===== src/wsc_pkg.sv =====
// Shared types, constants and helpers for the wave sound channel.
`timescale 1ns / 1ps
package wsc_pkg;

    // Pattern RAM size in bytes
    localparam int WAVE_BYTES_DEF = 16;

    // Operation codes carried on s_tuser
    localparam logic [2:0] OP_TICK   = 3'd0;
    localparam logic [2:0] OP_LENGTH = 3'd1;
    localparam logic [2:0] OP_READ   = 3'd2;
    localparam logic [2:0] OP_WRITE  = 3'd3;
    localparam logic [2:0] OP_POWER  = 3'd4;

    // Register map
    localparam logic [15:0] ADDR_DAC     = 16'hff1a;
    localparam logic [15:0] ADDR_LENGTH  = 16'hff1b;
    localparam logic [15:0] ADDR_VOLUME  = 16'hff1c;
    localparam logic [15:0] ADDR_FREQ_LO = 16'hff1d;
    localparam logic [15:0] ADDR_FREQ_HI = 16'hff1e;
    localparam logic [15:0] ADDR_WAVE    = 16'hff30;

    // Fixed bits returned on reads
    localparam logic [7:0] RD_OPEN    = 8'hff;
    localparam logic [7:0] RD_DAC_ONE = 8'h7f;
    localparam logic [7:0] RD_VOL_ONE = 8'h9f;
    localparam logic [7:0] RD_HI_ONE  = 8'hbf;

    localparam logic [11:0] PERIOD_BASE = 12'd2048;
    localparam logic [8:0]  LENGTH_FULL = 9'd256;

    // One input beat
    typedef struct packed {
        logic [2:0]  op;
        logic [15:0] addr;
        logic [7:0]  wdata;
        logic        odd;
        logic        init_len;
    } wsc_item_t;

    // One result beat
    typedef struct packed {
        logic [3:0] sample;
        logic [7:0] rdata;
    } wsc_result_t;

    // Volume code to right shift: 0 mutes, 1 full, 2 half, 3 quarter
    function automatic logic [2:0] vol_shift(input logic [1:0] code);
        logic [2:0] sh;
        case (code)
            2'd0:    sh = 3'd4;
            2'd1:    sh = 3'd0;
            2'd2:    sh = 3'd1;
            2'd3:    sh = 3'd2;
            default: sh = 3'd4;
        endcase
        return sh;
    endfunction

endpackage


===== src/wsc_core.sv =====
// Channel state and the single-pass update for one operation beat.
`timescale 1ns / 1ps
module wsc_core
    import wsc_pkg::*;
#(
    parameter int WAVE_BYTES = WAVE_BYTES_DEF
) (
    input  logic        aclk,
    input  logic        aresetn,
    input  logic        go,
    input  wsc_item_t   item,
    output wsc_result_t result
);

    localparam int AW  = $clog2(WAVE_BYTES);
    localparam int NPW = AW + 1;

    logic           channel_on_reg,    channel_on_next;
    logic           dac_on_reg,        dac_on_next;
    logic [1:0]     volume_code_reg,   volume_code_next;
    logic [10:0]    freq_value_reg,    freq_value_next;
    logic           length_enable_reg, length_enable_next;
    logic [8:0]     length_left_reg,   length_left_next;
    logic [11:0]    period_left_reg,   period_left_next;
    logic [NPW-1:0] nibble_pos_reg,    nibble_pos_next;
    logic [3:0]     held_nibble_reg,   held_nibble_next;
    logic [3:0]     out_sample_reg,    out_sample_next;
    logic [7:0]     wave_ram_reg [WAVE_BYTES];

    logic           ram_we;
    logic [AW-1:0]  ram_wa;
    logic [AW-1:0]  ram_ra;
    logic [7:0]     ram_q;
    logic [NPW-1:0] pos_inc;
    logic [3:0]     nib;
    logic [7:0]     rdata;
    logic           wave_hit;
    logic [11:0]    period_dec;
    logic [11:0]    period_reload;

    // Single RAM read port, shared by bus reads and the sample step
    assign pos_inc  = nibble_pos_reg + NPW'(1);
    assign ram_ra   = (item.op == OP_READ) ? item.addr[AW-1:0] : pos_inc[NPW-1:1];
    assign ram_q    = wave_ram_reg[ram_ra];
    assign nib      = pos_inc[0] ? ram_q[3:0] : ram_q[7:4];
    assign wave_hit = (item.addr >= ADDR_WAVE)
                   && (item.addr < (ADDR_WAVE + 16'(WAVE_BYTES)));
    assign ram_wa   = item.addr[AW-1:0];
    assign period_dec    = period_left_reg - 12'd1;
    assign period_reload = PERIOD_BASE - {1'b0, freq_value_reg};

    // Next state for the current beat
    always_comb begin
        channel_on_next    = channel_on_reg;
        dac_on_next        = dac_on_reg;
        volume_code_next   = volume_code_reg;
        freq_value_next    = freq_value_reg;
        length_enable_next = length_enable_reg;
        length_left_next   = length_left_reg;
        period_left_next   = period_left_reg;
        nibble_pos_next    = nibble_pos_reg;
        held_nibble_next   = held_nibble_reg;
        out_sample_next    = out_sample_reg;
        rdata              = RD_OPEN;
        ram_we             = 1'b0;

        if (go) begin
            case (item.op)
                OP_TICK: begin
                    if (period_left_reg != 12'd0) begin
                        period_left_next = period_dec;
                        if (period_dec == 12'd0) begin
                            period_left_next = period_reload;
                            nibble_pos_next  = pos_inc;
                            held_nibble_next = nib;
                        end
                    end
                    out_sample_next = channel_on_reg
                                    ? (held_nibble_next >> vol_shift(volume_code_reg))
                                    : 4'd0;
                end
                OP_LENGTH: begin
                    if (length_enable_reg && length_left_reg != 9'd0) begin
                        length_left_next = length_left_reg - 9'd1;
                        if (length_left_next == 9'd0) channel_on_next = 1'b0;
                    end
                end
                OP_READ: begin
                    if (item.addr == ADDR_DAC) begin
                        rdata = {dac_on_reg, 7'd0} | RD_DAC_ONE;
                    end else if (item.addr == ADDR_VOLUME) begin
                        rdata = {1'b0, volume_code_reg, 5'd0} | RD_VOL_ONE;
                    end else if (item.addr == ADDR_FREQ_HI) begin
                        rdata = {1'b0, length_enable_reg, 6'd0} | RD_HI_ONE;
                    end else if (wave_hit) begin
                        rdata = ram_q;
                    end
                end
                OP_WRITE: begin
                    if (item.addr == ADDR_DAC) begin
                        dac_on_next = item.wdata[7];
                        if (!item.wdata[7]) channel_on_next = 1'b0;
                    end else if (item.addr == ADDR_LENGTH) begin
                        length_left_next = LENGTH_FULL - {1'b0, item.wdata};
                    end else if (item.addr == ADDR_VOLUME) begin
                        volume_code_next = item.wdata[6:5];
                    end else if (item.addr == ADDR_FREQ_LO) begin
                        freq_value_next = {freq_value_reg[10:8], item.wdata};
                    end else if (item.addr == ADDR_FREQ_HI) begin
                        // Extra length clock when enabling on an odd phase
                        if (item.odd && !length_enable_reg && item.wdata[6]
                            && length_left_reg != 9'd0) begin
                            length_left_next = length_left_reg - 9'd1;
                            if (length_left_next == 9'd0) channel_on_next = 1'b0;
                        end
                        length_enable_next = item.wdata[6];
                        freq_value_next    = {item.wdata[2:0], freq_value_reg[7:0]};
                        // Trigger
                        if (item.wdata[7]) begin
                            channel_on_next  = dac_on_reg;
                            period_left_next = PERIOD_BASE - {1'b0, freq_value_next};
                            nibble_pos_next  = '0;
                            if (length_left_next == 9'd0) begin
                                length_left_next = (item.odd && item.wdata[6])
                                                 ? (LENGTH_FULL - 9'd1) : LENGTH_FULL;
                            end
                        end
                    end else if (wave_hit) begin
                        ram_we = 1'b1;
                    end
                end
                OP_POWER: begin
                    channel_on_next    = 1'b0;
                    dac_on_next        = 1'b0;
                    volume_code_next   = 2'd0;
                    freq_value_next    = 11'd0;
                    length_enable_next = 1'b0;
                    out_sample_next    = 4'd0;
                    period_left_next   = 12'd0;
                    nibble_pos_next    = '0;
                    held_nibble_next   = 4'd0;
                    if (item.init_len) length_left_next = LENGTH_FULL;
                end
                default: begin
                end
            endcase
        end
    end

    assign result.sample = out_sample_next;
    assign result.rdata  = rdata;

    // State registers
    always_ff @(posedge aclk) begin
        if (!aresetn) begin
            channel_on_reg    <= 1'b0;
            dac_on_reg        <= 1'b0;
            volume_code_reg   <= 2'd0;
            freq_value_reg    <= 11'd0;
            length_enable_reg <= 1'b0;
            length_left_reg   <= LENGTH_FULL;
            period_left_reg   <= 12'd0;
            nibble_pos_reg    <= '0;
            held_nibble_reg   <= 4'd0;
            out_sample_reg    <= 4'd0;
        end else begin
            channel_on_reg    <= channel_on_next;
            dac_on_reg        <= dac_on_next;
            volume_code_reg   <= volume_code_next;
            freq_value_reg    <= freq_value_next;
            length_enable_reg <= length_enable_next;
            length_left_reg   <= length_left_next;
            period_left_reg   <= period_left_next;
            nibble_pos_reg    <= nibble_pos_next;
            held_nibble_reg   <= held_nibble_next;
            out_sample_reg    <= out_sample_next;
        end
    end

    // Pattern RAM, cleared by reset
    always_ff @(posedge aclk) begin
        if (!aresetn) begin
            for (int i = 0; i < WAVE_BYTES; i++) wave_ram_reg[i] <= 8'd0;
        end else if (ram_we) begin
            wave_ram_reg[ram_wa] <= item.wdata;
        end
    end

endmodule


===== src/wave_sound_channel.sv =====
// Wave sound channel top level: input register, channel core, result register.
// Path of an accepted beat: input register, core, result register, m_tdata.
// Throughput: one beat per cycle unless stalled; each operation is one core pass.
// The input register stalls only while the result register is full and unread.
// Reset (aresetn low, synchronous) empties both registers, clears the pattern
// RAM and channel state, and sets the length counter to 256.
`timescale 1ns / 1ps
module wave_sound_channel
    import wsc_pkg::*;
#(
    parameter int WAVE_BYTES = WAVE_BYTES_DEF
) (
    input  logic        aclk,
    input  logic        aresetn,
    input  logic        s_tvalid,
    output logic        s_tready,
    input  logic [31:0] s_tdata,   // address[15:0], write_data[23:16], phase_odd[24],
                                   // init_length[25], zero fill
    input  logic [2:0]  s_tuser,   // operation[2:0]
    output logic        m_tvalid,
    input  logic        m_tready,
    output logic [15:0] m_tdata    // sample[3:0], read_data[11:4], zero fill
);

    logic        in_valid_reg;
    wsc_item_t   in_item_reg;
    logic        out_valid_reg;
    wsc_result_t out_data_reg;
    wsc_result_t core_result;
    logic        advance;

    // Move the held beat through the core when the result slot is free
    assign advance  = in_valid_reg && (!out_valid_reg || m_tready);
    assign s_tready = !in_valid_reg || !out_valid_reg || m_tready;

    // Input register
    always_ff @(posedge aclk) begin
        if (!aresetn) begin
            in_valid_reg <= 1'b0;
        end else if (s_tready) begin
            in_valid_reg <= s_tvalid;
        end
    end

    always_ff @(posedge aclk) begin
        if (s_tvalid && s_tready) begin
            in_item_reg.op       <= s_tuser;
            in_item_reg.addr     <= s_tdata[15:0];
            in_item_reg.wdata    <= s_tdata[23:16];
            in_item_reg.odd      <= s_tdata[24];
            in_item_reg.init_len <= s_tdata[25];
        end
    end

    wsc_core #(
        .WAVE_BYTES (WAVE_BYTES)
    ) u_core (
        .aclk    (aclk),
        .aresetn (aresetn),
        .go      (advance),
        .item    (in_item_reg),
        .result  (core_result)
    );

    // Result register
    always_ff @(posedge aclk) begin
        if (!aresetn) begin
            out_valid_reg <= 1'b0;
        end else if (advance) begin
            out_valid_reg <= 1'b1;
        end else if (m_tready) begin
            out_valid_reg <= 1'b0;
        end
    end

    always_ff @(posedge aclk) begin
        if (advance) begin
            out_data_reg <= core_result;
        end
    end

    assign m_tvalid = out_valid_reg;
    assign m_tdata  = {4'd0, out_data_reg.rdata, out_data_reg.sample};

endmodule


===== config.mk =====
export PLATFORM = sky130hd
export DESIGN_NAME = wave_sound_channel
export DESIGN_NICKNAME = d
export VERILOG_FILES = /design/src/wsc_pkg.sv /design/src/wsc_core.sv /design/src/wave_sound_channel.sv
export SDC_FILE = /design/constraint.sdc
export NUM_CORES = 1
export LEC_CHECK = 0
export BUFFER_PORTS_ARGS = -buffer_cell sky130_fd_sc_hd__buf_2
export CAP_MARGIN = 20
export CORE_AREA = 2 2 164 166
export DETAILED_ROUTE_END_ITERATION = 10
export DIE_AREA = 0 0 166 168
export SETUP_SLACK_MARGIN = 0.4
export SYNTH_ARGS = -nofsm -noshare
export SYNTH_HDL_FRONTEND = slang
export SYNTH_SLANG_ARGS = --single-unit
export TNS_END_PERCENT = 1

===== constraint.sdc =====
create_clock -name aclk -period 6.4 [get_ports aclk]
set_clock_uncertainty 0.2 [all_clocks]
set_input_delay 0.32 -clock aclk [delete_from_list [all_inputs] [get_ports aclk]]
set_output_delay 0.32 -clock aclk [all_outputs]
set_load 0.01 [all_outputs]

==> run_results.csv, run 1 <==
group,metric,value,unit
status,status,"complete, no violations",
pwr,powerDensity,250.2,mW/mm^2
worst_hold_path,hold_path.class,"primary input to flip-flop",
finish,layout_common_cells,"edfxtp_1, nand2_1, and2_1",
sta,final-max-slew-violation-count,0,
floorplanning,rows,60,
critical_path,crit_path_end_kind,"flip-flop",
detailed_routing,wirelength,31900,um
pwr,p_total,3.325,mW
sta,holdWs,109.1,ps
sta,period_share,71.79,%
pwr,p_sw,794.9,uW
synthesis,ys_ff_latch,221,
grt,grt_antenna_before_repair,2,
cts,clk-insertion-delay-late,530,ps
synthesis,synth_top_area_share,43.55,%
finish,post-route-util,50.43,%
grt,grt_pass1_wl,49510,um
floorplanning,dieArea,0.02789,mm^2
synthesis,ys_seq_area_share,52.49,%
cts,cts.sinks,221,
critical_path,startpoint_type,"flip-flop",
synthesis,yosysUniqueCellTypes,76,
pwr,p_int,2.530,mW
cts,cts_tree,"done",
floorplanning,dieWidth,166,um
sta,rsz0062_at_grt,"false",
pwr,clkPwrFrac,42.5,%
detailed_routing,post-route-drc-count,0,
finish,fin_area,0.01329,mm^2
pwr,p_seq_share,49.0,%
synthesis,ys_async_sr_fraction,0,%
pwr,vdd.ir_drop.worst,214.5,uV
synthesis,synth_area_leaders,"edfxtp_1, dfxtp_1, and2_1, nand2_1, mux2i_1",
detailed_routing,dr.pass1.iters,5,
placement,place_congestion,0.8474,
detailed_routing,drtIter0Drc,838,
finish,final_common_cell,"edfxtp_1",
cts,ctsResizeCount,0,
synthesis,synth_edf_count,169,
finish,area_delta_synth_final,14.04,%
placement,dp_hpwl,20360,um
pwr,combPwrFrac,8.5,%
grt,grt_max_degree,40,
critical_path,path_class,"flip-flop to flip-flop",
floorplanning,num_io_pins,57,
detailed_routing,vias,8917,
grt,grt_usage,22.55,%
pwr,swShare,23.91,%
pwr,p_leak,4.660,nW
sta,max-slew-margin-rel,30.01,%
finish,drive_gt1_share,12.83,%
cts,clock-root-buffer,"clkbuf_16",
finish,diodes,0,
synthesis,synth-main-ff-cell,"edfxtp_1",
detailed_routing,wl_per_cell,20.70,um
sta,setup_violations,0,
cts,cts_buffers,24,
synthesis,syn_avg_cell_area,10.31,um^2
sta,worst_pin_slew,1048,ps
sta,period_minus_slack,4595,ps
placement,io_buffer_count,46,
finish,nNetsFinal,1229,
floorplanning,start_util,44.22,%
floorplanning,design.core.area,0.02635,mm^2
synthesis,yosysTopAreaCell,"edfxtp_1",
floorplanning,die_height,168,um
finish,largest_reg_flops,128,
critical_path,crit_required,6480,ps
cts,clkTransAtPathRegs,60,ps
synthesis,ys_warn_count,0,
critical_path,cp.arrival,4670,ps
synthesis,syn_inst,1130,
cts,htreeDepth,1,
finish,fill_cells,2403,
grt,gr-total-overflow,0,
synthesis,synth_area,0.01165,mm^2
detailed_routing,ant_nets,0,
critical_path,cp_max_fo,18,
run,drv_cap,0,
sta,tns,0,ps
placement,place_area,0.01216,mm^2
sta,finalHoldViolCount,0,
cts,post_cts_buffers,0,
sta,max_freq,0.2176,GHz
cts,clockBufferDepth,3,
detailed_routing,via_per_inst,5.787,
grt,grt_pass1_vias,8585,
synthesized netlist by cell type, types with 11 or more instances:
master,n
nor2_1,77
xnor2_1,20
mux2i_1,38
mux4_2,13
o22ai_1,11
clkbuf_1,66
and2_1,107
a21oi_1,56
dfxtp_1,52
inv_1,16
nor3_1,54
buf_2,11
edfxtp_1,169
xor2_1,16
a211oi_1,11
o21ai_0,52
a22oi_1,11
nand2b_1,19
nand2_1,116
nand3_1,32
nor4_1,20
metal layers:
metal	GRT usage (%)	up-vias	wire length (um)
met4	5.709	0	591
li1	-	4235	-
met3	3.409	50	2166
met1	32.34	4324	14580
met2	36.08	308	14560
met5	0	-	0
metrics by stage:
step / std cells / worst slack (ps)
after floorplan: 1133 / 2981
after global routing: 1541 / 1658
final: 1541 / 1805
after detailed placement: 1462 / 1916
after global placement: 1460 / 1932
after CTS: 1538 / 1866
power by group through the flow:
stage / clock network (mW) / registers (mW) / logic (mW)
2_1_floorplan: 0 / 1.63 / 0.200
3_3_place_gp: 0 / 1.66 / 0.257
3_5_place_dp: 0 / 1.66 / 0.260
4_1_cts: 1.43 / 1.63 / 0.277
5_1_grt: 1.49 / 1.63 / 0.309
6_report: 1.41 / 1.63 / 0.281
critical path, cell delays in order, from the launching register on:
cell and delay (ps):
dfxtp_1 590, ha_1 330, xor2_2 530, mux2_1 910, mux4_2 600, mux2i_1 440, mux4_2 380, a21oi_2 80
or4b_4 220, nand2_1 50
area by class of cell:
type | count | area [um^2] | share of cell area (%)
repair buffers | 109 | 773.2 | 5.819
multi-input cells | 808 | 5111 | 38.46
flip-flops and latches | 221 | 6116 | 46.02
clock buffers | 31 | 648.1 | 4.877
inverters | 18 | 67.56 | 0.5084
well taps | 341 | 426.7 | 3.211
clock inverters | 13 | 146.4 | 1.102
kinds of logic (layout without fill, tap and decap cells):
| family | after synthesis | after routing | synth area share, % |
|---|---|---|---|
| AND/OR/NAND/NOR | 485 | 485 | 21.50 |
| XOR/XNOR | 37 | 37 | 2.846 |
| flip-flops | 221 | 221 | 52.49 |
| other | 1 | 4 | 0.03218 |
| buffers and inverters | 104 | 171 | 3.758 |
| AO/OA/AOI/OAI | 215 | 215 | 11.88 |
| adder cells (fa/ha/maj) | 8 | 8 | 0.8590 |
| multiplexers | 59 | 59 | 6.647 |
final timing paths:
path,start,end,slack (ps),depth (start not counted)
setup / recovery,u_core.nibble_pos_reg[0],m_tdata[1],1810,9
hold reg to reg,u_core.nibble_pos_reg[1],u_core.nibble_pos_reg[1],280,2
setup reg to reg,u_core.nibble_pos_reg[0],m_tdata[1],1810,9
hold / removal,aresetn,u_core.length_left_reg[8],110,3
repair_timing:
action,in CTS,in global routing
endpoints found under the setup margin,0,0
hold buffers,32,0
hold endpoints to repair,32,0
No activity file was read; power rests on OpenSTA's default activity.
==> inputs of run 2 (changes only) <==
Clock period 6.4 ns to 4.55 ns, I/O delays scaled along.
==> run 2 against run 1 <==
  * Sequential share of layout area down 0.99 points
  * Die area unchanged
  * Clock power up 45%
==> run_results.csv, run 2 (same netlist as run 1, synthesis figures left out) <==
group,metric,value,unit
finish,drive_gt1_share,15.60,%
detailed_routing,vias,9104,
critical_path,worst_r2r_path_depth,11,
critical_path,crit_path_end_kind,"flip-flop",
floorplanning,dieArea,0.02789,mm^2
floorplanning,rows,60,
detailed_routing,dr.pass1.iters,8,
finish,fin_cells,1572,
critical_path,regToRegSetupSlack,620,ps
detailed_routing,via_per_inst,5.791,
critical_path,startpoint_type,"flip-flop",
grt,grt_pass1_vias,8803,
critical_path,r2r_end,"m_tdata[1]",
detailed_routing,ant_nets,0,
sta,period_share,86.31,%
grt,grt_pass1_wl,50270,um
grt,grt_antenna_before_repair,0,
sta,tns,0,ps
pwr,p_int,3.624,mW
placement,pre_cts_ws,406.8,ps
critical_path,crit_required,4740,ps
placement,dp_hpwl,21730,um
sta,max-slew-margin-rel,35.30,%
sta,rsz0062_at_grt,"false",
finish,layout_common_cells,"edfxtp_1, nand2_1, and2_1",
grt,grt_usage,22.97,%
floorplanning,die_height,168,um
finish,diodes,0,
sta,max_freq,0.2546,GHz
floorplanning,design.core.area,0.02635,mm^2
pwr,p_sw,1.126,mW
sta,final-max-slew-violation-count,0,
status,status,"complete, no violations",
run,drv_cap,0,
grt,gr-total-overflow,0,
sta,finalHoldViolCount,0,
finish,area_delta_synth_final,16.56,%
cts,clock-root-buffer,"clkbuf_16",
placement,place_area,0.01237,mm^2
placement,dp_cells,1490,
worst_hold_path,hold_start,"aresetn",
placement,place_congestion,0.8605,
sta,worst_pin_slew,970.5,ps
critical_path,cp_max_fo,9,
pwr,swShare,23.70,%
pwr,clkPwrFrac,43.1,%
detailed_routing,wirelength,32700,um
placement,io_buffer_count,46,
worst_hold_path,hold_path.class,"primary input to flip-flop",
sta,worst_slack,622.8,ps
floorplanning,num_io_pins,57,
critical_path,path_class,"flip-flop to flip-flop",
detailed_routing,post-route-drc-count,0,
sta,setup_violations,0,
pwr,vdd.ir_drop.worst,263.3,uV
finish,nNetsFinal,1262,
sta,period_minus_slack,3927,ps
cts,htreeDepth,1,
grt,grt_max_degree,40,
pwr,p_leak,4.845,nW
cts,clkTransAtPathRegs,60,ps
worst_hold_path,hold-path-endpoint,"u_core.length_left_reg[8]",
cts,cts_buffers,25,
sta,holdWs,41.99,ps
cts,clockBufferDepth,3,
pwr,p_seq_share,48.1,%
finish,post-route-util,51.54,%
floorplanning,start_util,44.22,%
worst_hold_path,worstHoldPathCells,3,
cts,cts.sinks,221,
detailed_routing,drtIter0Drc,818,
finish,fin_area,0.01358,mm^2
cts,cts_tree,"done",
detailed_routing,wl_per_cell,20.80,um
pwr,combPwrFrac,8.9,%
critical_path,r2r_start,"in_item_reg[26]",
cts,clk-insertion-delay-late,530,ps
pwr,p_total,4.750,mW
floorplanning,dieWidth,166,um
finish,largest_reg_flops,128,
finish,final_common_cell,"edfxtp_1",
critical_path,cp.arrival,4120,ps
pwr,powerDensity,349.7,mW/mm^2
[run 2: changes by cell type in the layout (fill, tap and decap cells not counted), sizes merged]
cell and change:
buf +32, clkbuf -3, clkinv +3, clkinvlp -3, bufinv +1, mux2i +1
[run 2: how the worst max path moves through the flow]
stage,startpoint,to,slack [ps],cells past startpoint
after CTS,in_item_reg[26],m_tdata[1],400,10
final,in_item_reg[26],m_tdata[1],620,11
after floorplan,in_item_reg[26],m_tdata[1],1130,11
after detailed placement,in_item_reg[26],m_tdata[1],410,9
after global placement,in_item_reg[27],m_tdata[1],430,10
after global routing,u_core.length_left_reg[0],u_core.length_left_reg[0],550,12
[run 2: final cells by class]
type,instances,area (um^2)
clock buffer,29,640.6
inverter,18,67.56
clock inverter,14,175.2
timing repair buffer,140,1013
fill,2380,12770
sequential,221,6116
multi-input combinational,809,5142
tap,341,426.7
[run 2: repair_timing]
| action | in CTS | in global routing |
|---|---|---|
| gates cloned | 0 | 1 |
| setup endpoints to repair | 2 | 4 |
| hold endpoints to repair | 33 | 0 |
| hold buffers | 32 | 0 |
| setup buffers | 0 | 5 |
| resized for setup | 1 | 4 |
| pin swaps | 0 | 0 |
[run 2: routing by layer]
layer / GRT usage (%) / up-vias / wire, um
li1: - / 4304 / -
met1: 32.15 / 4383 / 14770
met2: 37.04 / 355 / 14830
met3: 4.255 / 62 / 2353
met4: 6.011 / 0 / 757
met5: 0 / - / 0
[run 2: power by group through the flow]
stage | combinational (mW) | clock, mW | sequential [mW]
final | 0.420 | 2.05 | 2.28
after global routing | 0.460 | 2.16 | 2.29
after CTS | 0.414 | 2.08 | 2.28
after detailed placement | 0.391 | 0 | 2.32
after global placement | 0.387 | 0 | 2.32
after floorplan | 0.281 | 0 | 2.29
[run 2: critical path, cell delays in order (launching register included)]
cell and delay [ps]:
edfxtp_1 510, or3b_4 540, buf_4 210, mux2i_4 240, buf_4 210, buf_4 140
a32oi_1 270, a21oi_1 140, mux4_2 540, a21oi_2 210, or4b_4 490, nand2_1 80
==> inputs of run 3 (changes only) <==
Settings changed: ABC_AREA from default to 1, CORE_AREA 2 2 164 166 to 2 2 161 163, CTS_BUF_LIST from default to sky130_fd_sc_hd__clkbuf_8, DIE_AREA 0 0 166 168 to 0 0 163 165.
==> run 3 against run 2 <==
  * Clock power down 22%
  * First-iteration DRC count fell by 15%
  * Highest routed layer unchanged
  * Sequential power about the same
  * Global-route usage rose by 0.41 points
  * Largest cell class unchanged
  * Routed wire length fell by 6.6%
==> run_results.csv, run 3 <==
group,metric,value,unit
sta,max_freq,0.2934,GHz
finish,diodes,0,
critical_path,max_stage_delay,400,ps
detailed_routing,wl_per_cell,17.29,um
synthesis,yosysTopAreaCell,"edfxtp_1",
cts,clkTransAtPathRegs,60,ps
detailed_routing,ant_nets,0,
finish,seq_area,0.006116,mm^2
finish,area_delta_synth_final,13.74,%
critical_path,cp_slowest_cell,"nor2_2",
sta,period_share,74.91,%
synthesis,ys_warn_count,0,
detailed_routing,wirelength,30530,um
synthesis,ys_seq_area_share,55.11,%
sta,rsz0062_at_grt,"false",
placement,dp_hpwl,20270,um
critical_path,crit_path_end_kind,"flip-flop",
finish,largest_reg_flops,128,
synthesis,synth-main-ff-cell,"edfxtp_1",
sta,max-slew-margin-rel,32.30,%
finish,nNetsFinal,1455,
synthesis,synth_area,0.01110,mm^2
synthesis,synth_top_family_by_area,"simple AND/OR/NAND/NOR gates",
finish,fill_cells,2412,
critical_path,crit_family,"simple AND/OR/NAND/NOR gates",
cts,clock-root-buffer,"clkbuf_8",
synthesis,synth_common_cells,"nand2_1, nor2_1, nand3_1, edfxtp_1, inv_1",
pwr,powerDensity,348.4,mW/mm^2
synthesis,ys_ff_latch,221,
cts,cts_tree,"done",
status,status,"complete, no violations",
critical_path,cp_max_fo,9,
synthesis,ys_async_sr_fraction,0,%
critical_path,worstPathCellList,"nor3b_1 -> nand2_1 -> nand3b_1 -> nor2_1 -> nor2_2 -> inv_2 -> nor4_2 -> inv_2 -> nor2_1 -> nand2_1 -> nand2_1",
cts,cts_buffers,38,
synthesis,synth_compound_area_share,7.442,%
grt,grt_pass1_wl,48620,um
critical_path,cpMostUsedCell,"nand2_1",
sta,period_minus_slack,3409,ps
detailed_routing,via_per_inst,5.286,
finish,drive_gt1_share,8.635,%
finish,final_common_cell,"nand2_1",
synthesis,synth_edf_count,169,
critical_path,path_class,"flip-flop to flip-flop",
finish,layout_common_cells,"nand2_1, nor2_1, nand3_1",
detailed_routing,dr.pass1.iters,6,
floorplanning,design.core.area,0.02504,mm^2
synthesis,synth_area_leaders,"edfxtp_1, nand2_1, dfxtp_1, nand3_1, nor2_1",
cts,clockBufferDepth,3,
floorplanning,num_io_pins,57,
critical_path,worst-path-buf-inv,2,
grt,gr-total-overflow,0,
sta,setup_violations,0,
synthesis,synthXorXnorAreaFrac,1.894,%
grt,grt_pass1_vias,9091,
synthesis,yosysUniqueCellTypes,44,
synthesis,synth_fa_ha_area_share,0.9020,%
sta,worst_pin_slew,1009,ps
cts,cts.sinks,221,
synthesis,yosysMostFrequentCell,"nand2_1",
cts,ctsResizeCount,0,
detailed_routing,drtIter0Drc,692,
critical_path,crit_required,4530,ps
cts,htreeDepth,2,
critical_path,cp.arrival,3390,ps
synthesis,synthSimpleGateAreaFrac,28.59,%
detailed_routing,vias,9335,
grt,grt_antenna_before_repair,0,
grt,grt_usage,23.38,%
critical_path,startpoint_type,"flip-flop",
detailed_routing,post-route-drc-count,0,
pwr,vdd.ir_drop.worst,206.6,uV
floorplanning,rows,58,
grt,grt_max_degree,52,
sta,tns,0,ps
synthesis,synth.area.mux_share,0,%
pwr,p_total,4.397,mW
pwr,p_leak,5.254,nW
placement,io_buffer_count,46,
floorplanning,start_util,44.32,%
synthesis,syn_avg_cell_area,8.375,um^2
floorplanning,dieWidth,163,um
placement,place_congestion,0.9332,
synthesis,syn_inst,1325,
worst_hold_path,hold_path.class,"primary input to flip-flop",
floorplanning,dieArea,0.02690,mm^2
finish,multi_input_area,0.004327,mm^2
floorplanning,die_height,165,um
sta,finalHoldViolCount,0,
sta,final-max-slew-violation-count,0,
cts,clk-insertion-delay-late,530,ps
cts,post_cts_buffers,0,
synthesis,synth_top_area_share,45.73,%
run,drv_cap,0,
==> run 3: layer usage <==
metal / part of all wire [%] / wire length (um) / GRT usage, % / up-vias
met2: 48 / 14670 / 39.73 / 335
li1: - / - / - / 4610
met3: 6.5 / 1984 / 3.265 / 69
met5: 0 / 0 / 0 / -
met1: 43 / 13030 / 30.86 / 4321
met4: 2.8 / 848 / 7.924 / 0
==> run 3: what timing repair did <==
action | in CTS | in global routing
endpoints found under the setup margin | 0 | 0
hold endpoints to repair | 31 | 0
hold buffers | 32 | 0
==> run 3: cell type report <==
cell class              count  area share (%)
multi-input cells         939           34.28
clock inverters            28          0.8921
flip-flops and latches    221           48.45
well taps                 330           3.271
inverters                 116           3.450
repair buffers             92           5.293
clock buffers              40           4.362
==> run 3: where the power goes <==
group          switching (mW)  internal, mW  leakage [nW]  total, mW
registers              0.0391          2.24          2.09       2.28
clock network           0.788         0.812         0.407       1.60
logic                   0.357         0.158          2.76      0.515
==> run 3: final timing paths <==
path,to,slack (ps),startpoint,cells after the start
max reg2reg,u_core.wave_ram_reg[10][4],1140,in_item_reg[14],11
min reg2reg,u_core.held_nibble_reg[3],270,u_core.held_nibble_reg[3],2
max,u_core.wave_ram_reg[10][4],1140,in_item_reg[14],11
min,u_core.out_sample_reg[1],180,aresetn,3
==> run 3: kinds of logic after synthesis <==
group           Yosys count
other cells               1
xor+xnor                 24
simple gates            750
fa+ha+maj                 8
buf+inv                 168
flops                   221
compound gates          153
==> run 3: tightest hold or removal path, cell delays in order <==
cell and delay [ps]:
buf_2 100, inv_1 340, nor2_1 190
==> run 3: stage by stage <==
step	cells	area [um^2]	utilization [%]	worst slack, ps	hold WS [ps]
2_1_floorplan	1328	11110	-	1901	126.4
3_5_place_dp	1666	11640	46.49	1174	205.6
6_report	1766	12620	50.41	1141	177.0
3_3_place_gp	1666	11640	46.49	1256	204.5
5_1_grt	1766	12620	50.41	901.7	173.4
4_1_cts	1766	12620	50.41	1143	142.8
